==> config.mk <==
export PLATFORM = sky130hd
export DESIGN_NAME = open_id_toggle_tracker
export DESIGN_NICKNAME = d
export VERILOG_FILES = /design/src/sv/oitt_pkg.sv /design/src/sv/oitt_ctrl.sv /design/src/sv/oitt_dp.sv /design/src/sv/open_id_toggle_tracker.sv
export SDC_FILE = /design/constraint.sdc
export NUM_CORES = 1
export LEC_CHECK = 0
export BUFFER_PORTS_ARGS = -buffer_cell sky130_fd_sc_hd__buf_2
export CORE_UTILIZATION = 40
export CTS_CLUSTER_DIAMETER = 30
export DETAILED_ROUTE_END_ITERATION = 8
export PLACE_DENSITY_LB_ADDON = 0.05
export SYNTH_ARGS = -nofsm -noshare
export SYNTH_HDL_FRONTEND = slang
export SYNTH_HIERARCHICAL = 1
export SYNTH_SLANG_ARGS = --single-unit
==> constraint.sdc <==
create_clock -name clk -period 9.3 [get_ports clk]
set_clock_uncertainty 0.2 [all_clocks]
set_input_delay 0.465 -clock clk [delete_from_list [all_inputs] [get_ports clk]]
set_output_delay 0.465 -clock clk [all_outputs]
set_load 0.05 [all_outputs]
==> src/sv/oitt_pkg.sv <==
// ----------------------------------------------------------------------------
// oitt_pkg: shared types and constants for the open ID toggle tracker
// Holds the slot geometry, field widths, command codes, controller states
// and the command and status bundles between controller and datapath.
// ----------------------------------------------------------------------------
`default_nettype none

package oitt_pkg;

  // Geometry of the associative set.
  localparam int SLOTS   = 16;
  localparam int ID_BITS = 16;
  localparam int SLOT_W  = (SLOTS > 1) ? $clog2(SLOTS) : 1;
  localparam int CNT_W   = $clog2(SLOTS + 1);

  // Port field widths.
  localparam int PID_W   = 16;
  localparam int START_W = 16;
  localparam int OPEN_W  = 5;

  // Request command codes.
  typedef enum logic {
    CMD_LOG    = 1'b0,
    CMD_REPORT = 1'b1
  } cmd_code_t;

  // Controller states.
  typedef enum logic [1:0] {
    ST_IDLE,
    ST_SCAN,
    ST_EMPTY
  } state_t;

  // Controller to datapath commands.
  typedef struct packed {
    logic log_en;      // apply the incoming ID to the set
    logic scan_clear;  // restart the slot index at zero
    logic scan_step;   // advance the slot index
    logic emit;        // load the current slot into the result register
    logic emit_empty;  // load the empty-set result into the result register
  } dp_cmd_t;

  // Datapath to controller status.
  typedef struct packed {
    logic cur_used;    // slot under the index holds an ID
    logic cur_last;    // no held slot lies above the index
    logic empty;       // the set holds no ID
    logic out_free;    // the result register can take a new result
  } dp_status_t;

endpackage

`default_nettype wire

==> src/sv/oitt_ctrl.sv <==
// ----------------------------------------------------------------------------
// oitt_ctrl: controller for the open ID toggle tracker
// Takes log requests in idle, walks the slots for a report and issues the
// commands that load results into the datapath's result register.
// ----------------------------------------------------------------------------
`default_nettype none

module oitt_ctrl (
  input  wire logic                clk,
  input  wire logic                rst,
  input  wire logic                in_valid,
  input  wire logic                command,
  output logic                     in_stall,
  input  wire oitt_pkg::dp_status_t status,
  output oitt_pkg::dp_cmd_t        cmd
);
  import oitt_pkg::*;

  state_t state;
  state_t state_next;

  // State register.
  always_ff @(posedge clk) begin
    if (rst) begin
      state <= ST_IDLE;
    end else begin
      state <= state_next;
    end
  end

  // Next state.
  always_comb begin
    state_next = state;
    case (state)
      ST_IDLE: begin
        if (in_valid && (command == CMD_REPORT)) begin
          state_next = status.empty ? ST_EMPTY : ST_SCAN;
        end
      end
      ST_SCAN: begin
        if (status.cur_used && status.out_free && status.cur_last) begin
          state_next = ST_IDLE;
        end
      end
      ST_EMPTY: begin
        if (status.out_free) begin
          state_next = ST_IDLE;
        end
      end
      default: begin
        state_next = ST_IDLE;
      end
    endcase
  end

  // Outputs: requests are taken only in idle.
  always_comb begin
    cmd      = '0;
    in_stall = 1'b1;
    case (state)
      ST_IDLE: begin
        in_stall = 1'b0;
        if (in_valid) begin
          if (command == CMD_LOG) begin
            cmd.log_en = 1'b1;
          end else begin
            cmd.scan_clear = 1'b1;
          end
        end
      end
      ST_SCAN: begin
        // Unused slots are skipped; a held slot waits for the result register.
        if (status.cur_used) begin
          if (status.out_free) begin
            cmd.emit      = 1'b1;
            cmd.scan_step = !status.cur_last;
          end
        end else begin
          cmd.scan_step = 1'b1;
        end
      end
      ST_EMPTY: begin
        cmd.emit_empty = status.out_free;
      end
      default: begin
        cmd = '0;
      end
    endcase
  end

endmodule

`default_nettype wire

==> src/sv/oitt_dp.sv <==
// ----------------------------------------------------------------------------
// oitt_dp: datapath for the open ID toggle tracker
// Holds the slot keys and used bits, the totals, the scan index and the
// result register with its valid and stall handshake.
// ----------------------------------------------------------------------------
`default_nettype none

module oitt_dp (
  input  wire logic                      clk,
  input  wire logic                      rst,
  input  wire logic [oitt_pkg::PID_W-1:0] process_id,
  input  wire oitt_pkg::dp_cmd_t          cmd,
  output oitt_pkg::dp_status_t            status,
  output logic                           out_valid,
  input  wire logic                      out_stall,
  output logic [oitt_pkg::PID_W-1:0]      open_id,
  output logic                           found,
  output logic                           last,
  output logic [oitt_pkg::START_W-1:0]    started_total,
  output logic [oitt_pkg::OPEN_W-1:0]     open_total,
  output logic                           overflowed
);
  import oitt_pkg::*;

  logic [ID_BITS-1:0] slot_key [SLOTS];
  logic [SLOTS-1:0]   slot_used;
  logic [START_W-1:0] start_counter;
  logic               overflow_flag;
  logic [CNT_W-1:0]   open_count;
  logic [SLOT_W-1:0]  scan_idx;

  logic [ID_BITS-1:0] id_in;
  logic [SLOTS-1:0]   hit_vec;
  logic [SLOTS-1:0]   free_vec;
  logic [SLOTS-1:0]   free_pick;
  logic               any_hit;
  logic               any_free;
  logic [SLOTS-1:0]   used_above;

  assign id_in = ID_BITS'(process_id);

  // Parallel compare against every held slot, and the lowest free slot.
  always_comb begin
    for (int i = 0; i < SLOTS; i++) begin
      hit_vec[i] = slot_used[i] && (slot_key[i] == id_in);
    end
  end

  assign free_vec  = ~slot_used;
  assign free_pick = free_vec & (~free_vec + SLOTS'(1));
  assign any_hit   = |hit_vec;
  assign any_free  = |free_vec;

  // Used bits, totals and the sticky overflow flag.
  always_ff @(posedge clk) begin
    if (rst) begin
      slot_used     <= '0;
      start_counter <= '0;
      overflow_flag <= 1'b0;
      open_count    <= '0;
    end else if (cmd.log_en) begin
      if (any_hit) begin
        slot_used  <= slot_used & ~hit_vec;
        open_count <= open_count - CNT_W'(1);
      end else if (any_free) begin
        slot_used  <= slot_used | free_pick;
        open_count <= open_count + CNT_W'(1);
        if (start_counter != '1) begin
          start_counter <= start_counter + START_W'(1);
        end
      end else begin
        overflow_flag <= 1'b1;
      end
    end
  end

  // Key store: an insert writes the ID into the chosen free slot.
  always_ff @(posedge clk) begin
    for (int i = 0; i < SLOTS; i++) begin
      if (cmd.log_en && !any_hit && free_pick[i]) begin
        slot_key[i] <= id_in;
      end
    end
  end

  // Scan index for reports.
  always_ff @(posedge clk) begin
    if (rst) begin
      scan_idx <= '0;
    end else if (cmd.scan_clear) begin
      scan_idx <= '0;
    end else if (cmd.scan_step) begin
      scan_idx <= scan_idx + SLOT_W'(1);
    end
  end

  assign used_above = slot_used >> scan_idx;

  // Status back to the controller.
  always_comb begin
    status.cur_used = slot_used[scan_idx];
    status.cur_last = (used_above >> 1) == '0;
    status.empty    = (open_count == '0);
    status.out_free = !out_valid || !out_stall;
  end

  // Result register valid flag.
  always_ff @(posedge clk) begin
    if (rst) begin
      out_valid <= 1'b0;
    end else if (cmd.emit || cmd.emit_empty) begin
      out_valid <= 1'b1;
    end else if (!out_stall) begin
      out_valid <= 1'b0;
    end
  end

  // Result register payload.
  always_ff @(posedge clk) begin
    if (cmd.emit || cmd.emit_empty) begin
      open_id       <= cmd.emit ? PID_W'(slot_key[scan_idx]) : '0;
      found         <= cmd.emit;
      last          <= cmd.emit ? status.cur_last : 1'b1;
      started_total <= start_counter;
      open_total    <= OPEN_W'(open_count);
      overflowed    <= overflow_flag;
    end
  end

endmodule

`default_nettype wire

==> src/sv/open_id_toggle_tracker.sv <==
// ----------------------------------------------------------------------------
// open_id_toggle_tracker: bounded set of IDs that toggle on every occurrence
//
//   Channel  Direction  Handshake            Fields
//   input    in         in_valid/in_stall    command, process_id
//   output   out        out_valid/out_stall  open_id, found, last,
//                                            started_total, open_total,
//                                            overflowed
//
// Log requests stream at one per cycle while no report is under way.
// A report request walks the slots one per cycle, but waits at a held slot
// while the output side stalls.
// in_stall is high for the whole report walk, including stalls on the output.
// Reset is synchronous and clears the used bits, totals and overflow flag.
// ----------------------------------------------------------------------------
`default_nettype none

module open_id_toggle_tracker (
  input  wire logic                       clk,
  input  wire logic                       rst,
  input  wire logic                       in_valid,
  output logic                            in_stall,
  input  wire logic                       command,
  input  wire logic [oitt_pkg::PID_W-1:0]  process_id,
  output logic                            out_valid,
  input  wire logic                       out_stall,
  output logic [oitt_pkg::PID_W-1:0]       open_id,
  output logic                            found,
  output logic                            last,
  output logic [oitt_pkg::START_W-1:0]     started_total,
  output logic [oitt_pkg::OPEN_W-1:0]      open_total,
  output logic                            overflowed
);
  import oitt_pkg::*;

  dp_cmd_t    cmd;
  dp_status_t status;

  // Controller.
  oitt_ctrl u_ctrl (
    .clk      (clk),
    .rst      (rst),
    .in_valid (in_valid),
    .command  (command),
    .in_stall (in_stall),
    .status   (status),
    .cmd      (cmd)
  );

  // Datapath.
  oitt_dp u_dp (
    .clk           (clk),
    .rst           (rst),
    .process_id    (process_id),
    .cmd           (cmd),
    .status        (status),
    .out_valid     (out_valid),
    .out_stall     (out_stall),
    .open_id       (open_id),
    .found         (found),
    .last          (last),
    .started_total (started_total),
    .open_total    (open_total),
    .overflowed    (overflowed)
  );

`ifndef SYNTHESIS
  // An accepted report holds off further requests in the next cycle.
  assert property (@(posedge clk) disable iff (rst)
    (in_valid && !in_stall && (command == CMD_REPORT)) |=> in_stall)
    else $error("report accepted without stalling the input");

  // A result without an ID is always the final one of its report.
  assert property (@(posedge clk) disable iff (rst)
    (out_valid && !found) |-> last)
    else $error("empty-set result not marked last");

  // A log update never coincides with loading a result.
  assert property (@(posedge clk) disable iff (rst)
    cmd.log_en |-> !(cmd.emit || cmd.emit_empty))
    else $error("log update during result load");

  // A found result carries a nonzero held count no larger than the slot count.
  assert property (@(posedge clk) disable iff (rst)
    (out_valid && found) |-> ((open_total != '0) && (open_total <= OPEN_W'(SLOTS))))
    else $error("held count out of range on a report result");
`endif

endmodule

`default_nettype wire

==> summary.md, run 1 <==
| Metric | Value |
|---|---|
| Outcome | completed |
| Ant diodes | 0 |
| Initial antenna violation count | 1 |
| Worst setup SP type | input port |
| Leakage power total | 6.57 nW |
| I/O pin count | 63 |
| CP startpoint | process_id[1] |
| Routability cong. | 0.897 |
| Largest net degree at the start of global routing | 52 |
| Share of cells above drive strength 1 | 26.0% |
| Power Dens Cells | 236 nW/um^2 |
| CP endpoint kind | register |
| Initial core utilization | 40.6% |
| DRC Markers | 0 |
| Vias per inst | 5.65 |
| Seq cells post-synth | 341 |
| Clk sink count | 341 |
| Ranking of synthesized cells by area | edfxtp_1 52%, xnor2_1 13%, mux4_2 12% |
| Root Driver | clkbuf_16 |
| Pwr Total | 0.00487 W |
| Most common cell after layout, fill and taps aside | edfxtp_1 |
| Drt first pass iters | 7 |
| Mapped Area | 17,000 sq um |
| Die W | 208 microns |
| Async set-reset flop share out of synthesis | 0% |
| Synth top area share | 52.2% |
| Hold Path Cell Cnt | 3 |
| Total track usage | 23.3% |
| Sequential area share after synthesis | 57.5% |
| Hold_sp | out_stall |
| TNS Setup | 0 ns |
| Crit path required time | 9.57 ns |
| Final WL | 49,900 microns |
| IO Port Bufs | 62 |
| HP Class | in -> reg |
| VDD IR max | 0.122 mV |
| Final Max Slew Viols | 0 |
| First-pass GRT wire length | 72,600 microns |
| Part of the cycle the worst path needs | 45.1% |
| Cts bufs inserted | 88 |
| Synth Flop Type | edfxtp_1 |
| Worst-Skew Late Latency | 0.60 ns |
| Iter 0 DRT Violations | 999 |
| Fin crit period | 4.19 ns |
| RSZ-0062 raised after global routing | false |
| Vias in the first global route | 10,400 |
| Critical-path maximum fanout | 32 |
| Final Hold Vio Count | 0 |
| Die area | 43,400 sq um |
| Reg2Reg Depth | 12 |
| Clock-pin slew on the worst setup and hold paths | 0.04 ns |
| Layout area overhead | 21.1% |
| Mapped Cells | 1,161 |
| Via count | 10,600 |
| Slew margin rel. | 16.2% |
| Leading area contributor after synthesis | edfxtp_1 |
| Worst slew pin tran | 1.25 ns |
| Grt total ovfl | 0 |
| Post-synth cell types | 61 |
| Hold_buf cts | 0 |
| Number of gates resized after cts | 0 |
| Syn nets | 1,188 |
| Dpl hpwl | 33,300 microns |
| Clock buffer depth | 3 |
| Rows | 75 |
| Post-CTS Setup Inserts | 0 |
| Chip height | 208 microns |
| Final setup viols | 0 |
| WL per Instance | 26.7 microns |
| Syn_area_per_cell | 14.7 sq um |
| CP Class | in -> reg |
| Post-synth EDFFs | 296 |
| Routed Antenna Nets | 0 |
| Crit path arrival time | 4.46 ns |
| Count of maximum capacitance violations | 0 |
| Most frequent cells in the layout | 296 x edfxtp_1, 260 x xnor2_1, 93 x clkbuf_16 |
| H-tree depth | 3 |
| Syn. warnings | 6 |
| # nets final | 1,285 |
| CTS tree | yes |
| FF-to-FF Start | u_dp/slot_key[14][13] |
| Core area | 41,900 sq um |
| Fmax | 239 MHz |
-- flip-flops by register name (all words and copies together) (netlist names) --
| register | count |
|---|---|
| u_dp/started_total | 16 |
| u_ctrl/state | 2 |
| u_dp/slot_key | 256 |
| u_dp/start_counter | 16 |
| u_dp/out_valid | 1 |
| u_dp/scan_idx | 4 |
| u_dp/overflowed | 1 |
| u_dp/last | 1 |
| u_dp/open_total | 5 |
| u_dp/slot_used | 16 |
| u_dp/open_count | 5 |
| u_dp/open_id | 16 |
| u_dp/overflow_flag | 1 |
| u_dp/found | 1 |
-- synthesized netlist by cell type (7+ instances only) --
| library cell | n |
|---|---|
| a22oi_1 | 14 |
| nor2b_1 | 7 |
| a21oi_1 | 32 |
| nand4_1 | 76 |
| xnor2_1 | 260 |
| nor3b_1 | 7 |
| buf_8 | 10 |
| nand3_1 | 17 |
| o21ai_0 | 19 |
| mux4_2 | 87 |
| nor4_1 | 17 |
| buf_6 | 10 |
| and2_1 | 18 |
| edfxtp_1 | 296 |
| a31oi_1 | 7 |
| and3_1 | 13 |
| nand2_1 | 31 |
| nor3_1 | 18 |
| a211oi_1 | 9 |
| inv_1 | 19 |
| clkbuf_1 | 35 |
| dfxtp_1 | 45 |
| nor2_1 | 27 |
-- final timing paths --
check | end | slack, ns
max | u_dp/open_count[4] | 5.11
min | u_dp/out_valid | 0.05
max reg2reg | u_dp/open_count[4] | 5.17
min reg2reg | u_dp/overflowed | 0.24
-- worst max-delay path, cell delays in order --
cell     delay (ns)
buf_2          0.57
xnor2_1        0.21
nand4_1        0.25
nor4_1         0.87
a22oi_1        0.20
nand4_1        0.22
or2_2          0.22
ha_1           0.28
a21o_1         0.18
a21oi_1        0.21
nor2_1         0.06
a31oi_1        0.31
mux2_2         0.38
-- through the flow --
step	utilization, %	area (sq um)	hold slack, ns	worst slack, ns	std cells
final	49.2	20600	0.0491	5.11	1869
after global routing	49.2	20600	0.0511	5.05	1869
after CTS	49.2	20600	0.0125	5.20	1869
after detailed placement	42.2	17700	0.228	4.58	1707
after global placement	42.2	17700	0.214	4.50	1707
after floorplan	-	17000	0.208	4.86	1161
-- logic make-up after synthesis --
| logic type | Yosys count | synth area share (%) |
|---|---|---|
| AO/OA/AOI/OAI | 104 | 3.98 |
| XOR/XNOR | 263 | 13.5 |
| adder cells (fa/ha/maj) | 6 | 0.485 |
| buffers and inverters | 99 | 4.03 |
| flip-flops | 341 | 57.5 |
| multiplexers | 98 | 12.2 |
| AND/OR/NAND/NOR | 250 | 8.31 |
-- layout make-up --
class | instances | area, sq um
clock buffers | 117 | 2480
clock inverters | 45 | 462
fillers | 3622 | 21300
inverters | 20 | 75.1
multi-input cells | 721 | 6650
flip-flops and latches | 341 | 9800
well taps | 539 | 674
repair buffers | 86 | 490
-- power by group --
part / internal, W / switching [W]
registers: 0.00168 / 0.0000104
logic: 0.0000717 / 0.000134
clock network: 0.00209 / 0.000880
-- metal layers --
| metal | vias to the layer above | track usage, % | share of wire, % |
|---|---|---|---|
| li1 | 4686 | - | - |
| met1 | 5453 | 32.6 | 45 |
| met2 | 348 | 36.0 | 47 |
| met3 | 67 | 4.60 | 5.8 |
| met4 | 0 | 8.61 | 2.4 |
| met5 | - | 0 | 0 |
(Power assumes the default switching activity.)
==> inputs of run 2 (changes only) <==
clock period = 4.2 ns   (was 9.3 ns; I/O delays follow)
==> run 2 against run 1 <==
  * Register-to-register slack lost 5.0 ns
  * Via count grew 2.0%
  * Final cell count grew 3.0%
  * Worst hold slack gained 0.041 ns
  * Count of clock-buffer cells in the layout shrank 15
  * Combinational power grew 150%
  * Clock power grew 110%
  * Non-clock buffer count grew 64
  * Largest power group unchanged
  * Core utilization grew 1.3 points
  * Die area is the same
==> summary.md, run 2 (synthesis gave the netlist of run 1 again) <==
| Metric | Value |
|---|---|
| Outcome | completed |
| Largest net degree at the start of global routing | 52 |
| Net switching power | 0.00229 W |
| FF-to-FF Start | u_dp/slot_key[9][4] |
| Worst-Skew Late Latency | 0.61 ns |
| Stages on worst setup path | 13 |
| Worst-path cell chain | dlygate4sd3_1 -> buf_2 -> buf_4 -> xnor2_1 -> nand4_1 -> nor4_2 -> buf_4 -> a22oi_1 -> nand4_1 -> or3_1 -> buf_12 -> nor3_2 -> buf_12 |
| Initial antenna violation count | 3 |
| Final setup viols | 0 |
| Buf/Inv on CP | 6 |
| Leakage power total | 6.82 nW |
| Die W | 208 microns |
| Sw frac | 21.8% |
| Root Driver | clkbuf_16 |
| Slew margin rel. | 21.2% |
| Multi-input logic area | 6660 sq um |
| HP Class | in -> reg |
| Vias per inst | 5.59 |
| Clk sink count | 341 |
| Dpl hpwl | 35,000 microns |
| Reg2Reg Setup Slack | 0.22 ns |
| Fmax | 243 MHz |
| VDD IR max | 0.307 mV |
| Rows | 75 |
| Crit path required time | 4.30 ns |
| Combinational power share | 4.8% |
| CP Class | in -> reg |
| Internal power | 0.00824 W |
| CP endpoint kind | register |
| Dpl ws | 0.0243 ns |
| Clock-pin slew on the worst setup and hold paths | 0.05 ns |
| Pwr Total | 0.0105 W |
| Met2 routed WL | 22,200 microns |
| CTS tree | yes |
| Vias in the first global route | 10,900 |
| WL per Instance | 26.5 microns |
| Count of maximum capacitance violations | 0 |
| FILL cells | 3,579 |
| IO Port Bufs | 62 |
| DRC Markers | 0 |
| # nets final | 1,345 |
| Final Hold Vio Count | 0 |
| CP max stage cell | nor3_2 |
| Iter 0 DRT Violations | 960 |
| Critical-path maximum fanout | 22 |
| Part of the cycle the worst path needs | 98.1% |
| Critical R2R Capture | u_dp/slot_key[6][7] |
| Slack of the critical path | 0.0792 ns |
| Fin crit period | 4.12 ns |
| Share of cells above drive strength 1 | 27.4% |
| Largest register by flop count | u_dp/slot_key |
| Clock network power share | 59.7% |
| Most common cell after layout, fill and taps aside | edfxtp_1 |
| Power Dens Cells | 498 nW/um^2 |
| Worst setup SP type | input port |
| Seq pwr share | 35.5% |
| Total track usage | 24.0% |
| Final WL | 51,000 microns |
| Reg2Reg Depth | 11 |
| Routed Antenna Nets | 0 |
| DR top layer | met5 |
| Most frequent cells in the layout | 296 x edfxtp_1, 260 x xnor2_1, 87 x clkbuf_16, 87 x mux4_2, 76 x nand4_1 |
| Crit path arrival time | 4.22 ns |
| I/O pin count | 63 |
| Chip height | 208 microns |
| H-tree depth | 3 |
| Cts bufs inserted | 84 |
| FF/Latch Area | 9800 sq um |
| Routability cong. | 0.945 |
| Max reg flops | 256 |
| CP peak stage delay | 0.92 ns |
| Grt total ovfl | 0 |
| Final Max Slew Viols | 0 |
| Ant diodes | 0 |
| Drt first pass iters | 5 |
| Worst slew pin tran | 1.18 ns |
| Via count | 10,800 |
| Core area | 41,900 sq um |
| Layout area overhead | 24.2% |
| Metal1 wirelength | 23,500 microns |
| Post-CTS Setup Inserts | 0 |
| Die area | 43,400 sq um |
| CP endpoint | u_dp/slot_key[6][7] |
| CP startpoint | process_id[13] |
| Initial core utilization | 40.6% |
| Clock buffer depth | 3 |
| Met3 WL | 4070 microns |
| RSZ-0062 raised after global routing | true |
| First-pass GRT wire length | 75,100 microns |
| Delay-heaviest family, CP | simple AND/OR/NAND/NOR gates |
-- run 2: cell count changes in the layout (fill, tap and decap cells not counted), moves of 4 or more --
cell           delta
clkbuf_8          -4
clkinv_1          +5
clkbuf_16         -6
clkbuf_1          -5
buf_12           +11
dlygate4sd3_1    +21
buf_4            +32
-- run 2: power by group through the flow --
stage	logic (W)	registers, W	clock network (W)
3_5_place_dp	0.000489	0.00380	0
3_3_place_gp	0.000492	0.00380	0
4_1_cts	0.000508	0.00374	0.00638
5_1_grt	0.000541	0.00374	0.00659
6_report	0.000506	0.00374	0.00628
2_1_floorplan	0.000313	0.00383	0
-- run 2: timing repair --
action	4_1_cts	5_1_grt
setup endpoints to repair	0	26
hold endpoints to repair	144	0
gates resized for setup	0	4
hold buffers	21	0
-- run 2: final cells by class --
cell class	instances	area share [%]
inverters	20	0.355
clock inverters	52	2.49
clock buffers	102	10.7
repair buffers	150	5.50
multi-input cells	721	31.5
well taps	539	3.19
flip-flops and latches	341	46.3
-- run 2: stage by stage --
step / std cells / hold WS [ns] / area [sq um] / TNS (ns) / util (%)
3_3_place_gp: 1750 / 0.215 / 18100 / 0 / 43.3
6_report: 1925 / 0.0901 / 21200 / 0 / 50.4
5_1_grt: 1925 / 0.133 / 21200 / -0.626 / 50.4
2_1_floorplan: 1161 / 0.0859 / 17000 / 0 / -
3_5_place_dp: 1750 / 0.215 / 18100 / 0 / 43.3
4_1_cts: 1925 / 0.0754 / 21100 / 0 / 50.4
-- run 2: per-layer routing --
metal	vias to the layer above	GRT usage [%]
met5	-	1.89
met4	6	8.79
met3	68	6.37
met2	383	34.4
met1	5507	34.7
li1	4801	-
-- run 2: worst min path at each step --
stage                                  start                 end  slack (ns)  cells past startpoint
final                                    rst      u_dp/out_valid        0.09                      2
after global routing                     rst  u_dp/open_count[1]        0.13                      2
after CTS                                rst  u_dp/open_count[3]        0.08                      2
after detailed placement  u_dp/overflow_flag     u_dp/overflowed        0.22                      0
after global placement    u_dp/overflow_flag     u_dp/overflowed        0.21                      0
after floorplan                          rst     u_ctrl/state[1]        0.09                      1
==> inputs of run 3 (changes only) <==
REMOVE_ABC_BUFFERS = 1   (was not set)
==> run 3 against run 2 <==
  * Final cell count decreased by 1.3%
  * Register-to-register slack improved by 0.24 ns
  * Critical path type unchanged
  * Global-route usage decreased by 1.6 points
  * Clock power decreased by 1%
  * Count of clock-buffer cells in the layout decreased by 14
  * Combinational power decreased by 4.7%
  * Largest power group unchanged
  * Critical endpoint is now u_dp/open_count[4]
  * Critical path depth increased by 3
==> summary.md, run 3 (synthesis gave the netlist of run 1 again) <==
| Metric | Value |
|---|---|
| Outcome | completed |
| I/O pin count | 63 |
| Count of maximum capacitance violations | 0 |
| Fmax | 262 MHz |
| Power Dens Cells | 499 nW/um^2 |
| Final Max Slew Viols | 0 |
| Clock-pin slew on the worst setup and hold paths | 0.05 ns |
| Rows | 75 |
| Largest net degree at the start of global routing | 53 |
| Cts bufs inserted | 81 |
| Root Driver | clkbuf_16 |
| Most common cell after layout, fill and taps aside | edfxtp_1 |
| Clk sink count | 341 |
| Grt total ovfl | 0 |
| IO Port Bufs | 62 |
| Clock network power share | 59.5% |
| Routability cong. | 0.907 |
| Most frequent cells in the layout | 296 x edfxtp_1, 260 x xnor2_1, 87 x mux4_2 |
| WL per Instance | 24.8 microns |
| Internal power | 0.00811 W |
| Layout Utilization | 49.8% |
| DRC Markers | 0 |
| First-pass GRT wire length | 71,100 microns |
| Vias in the first global route | 10,800 |
| Drt first pass iters | 5 |
| Chip height | 208 microns |
| Layout area overhead | 22.7% |
| Leakage power total | 6.67 nW |
| Worst slew pin tran | 0.986 ns |
| Dpl ws | -0.169 ns |
| Total track usage | 22.4% |
| Die W | 208 microns |
| Final Hold Vio Count | 0 |
| CP Class | in -> reg |
| Crit path required time | 4.48 ns |
| Net switching power | 0.00231 W |
| Worst setup SP type | input port |
| Seq pwr share | 35.9% |
| Iter 0 DRT Violations | 924 |
| Via count | 10,500 |
| Die area | 43,400 sq um |
| Critical-path maximum fanout | 22 |
| Final WL | 47,000 microns |
| VDD IR max | 0.317 mV |
| CP endpoint kind | register |
| RSZ-0062 raised after global routing | false |
| Initial core utilization | 40.6% |
| Ant diodes | 0 |
| H-tree depth | 3 |
| Slack of the critical path | 0.378 ns |
| Core area | 41,900 sq um |
| Max reg flops | 256 |
| Part of the cycle the worst path needs | 91.0% |
| Slew margin rel. | 34.2% |
| Sw frac | 22.2% |
| Final setup viols | 0 |
| Crit path arrival time | 4.10 ns |
| Pwr Total | 0.0104 W |
| Dpl hpwl | 32,000 microns |
| CTS tree | yes |
| Share of cells above drive strength 1 | 27.3% |
| Routed Antenna Nets | 0 |
| HP Class | in -> reg |
| Clock buffer depth | 3 |
| Fin crit period | 3.82 ns |
| Largest register by flop count | u_dp/slot_key |
| # nets final | 1,319 |
| Vias per inst | 5.54 |
| Reg2Reg Setup Slack | 0.46 ns |
| Initial antenna violation count | 4 |
| Worst-Skew Late Latency | 0.61 ns |
| Combinational power share | 4.6% |
[run 3: per-stage QoR]
stage / setup TNS, ns / instances / instance area (sq um) / hold WS [ns]
after floorplan: -154.74 / 1082 / 16400 / 0.0791
after global placement: -0.146 / 1734 / 18000 / 0.227
after detailed placement: -0.169 / 1734 / 18000 / 0.224
after CTS: 0 / 1900 / 20900 / 0.0143
after global routing: 0 / 1900 / 20900 / 0.0587
final: 0 / 1900 / 20900 / 0.0253
[run 3: power groups by stage]
stage	Sequential [W]	Combinational, W	Clock [W]
global route	0.00374	0.000520	0.00649
finish	0.00374	0.000482	0.00621
CTS	0.00374	0.000488	0.00632
floorplan	0.00384	0.000213	0
detailed placement	0.00380	0.000474	0
global placement	0.00380	0.000474	0
[run 3: cell type report]
cell class                      count  area [sq um]
Sequential cell                   341          9800
Clock buffer                       88          2050
Tap cell                          539           674
Inverter                           20          75.1
Timing Repair Buffer              127           958
Fill cell                        3574         21000
Multi-Input combinational cell    721          6660
Clock inverter                     64           682
[run 3: routing by layer]
| metal | track usage, % | wire (microns) | vias to the layer above |
|---|---|---|---|
| li1 | - | - | 4749 |
| met1 | 31.0 | 21100 | 5396 |
| met2 | 34.9 | 22200 | 306 |
| met3 | 5.06 | 2550 | 77 |
| met4 | 7.61 | 1220 | 2 |
| met5 | 0 | 19 | - |
[run 3: worst max-delay path, cell delays in order]
cell	delay (ns)
dlygate4sd3_1	0.52
buf_2	0.34
buf_12	0.24
xnor2_1	0.14
nand4_1	0.20
nor4_1	0.50
buf_4	0.24
a22oi_1	0.09
nand4_1	0.15
or2_2	0.19
ha_1	0.27
a21o_1	0.19
a21oi_1	0.20
nor2_1	0.06
a31oi_1	0.19
mux2_2	0.35
[run 3: timing repair]
action,CTS,global route
endpoints found under the setup margin,0,1
hold endpoints to repair,118,0
hold buffers,14,0
resized for setup,0,4
setup buffers,0,0
[run 3: path summary, 6_finish.rpt]
path / start / to / depth (start not counted)
hold / removal: process_id[2] / u_dp/slot_key[5][2] / 1
setup reg to reg: u_dp/slot_key[6][9] / u_dp/open_count[4] / 12
setup / recovery: process_id[3] / u_dp/open_count[4] / 16
hold reg to reg: u_dp/overflow_flag / u_dp/overflowed / 0
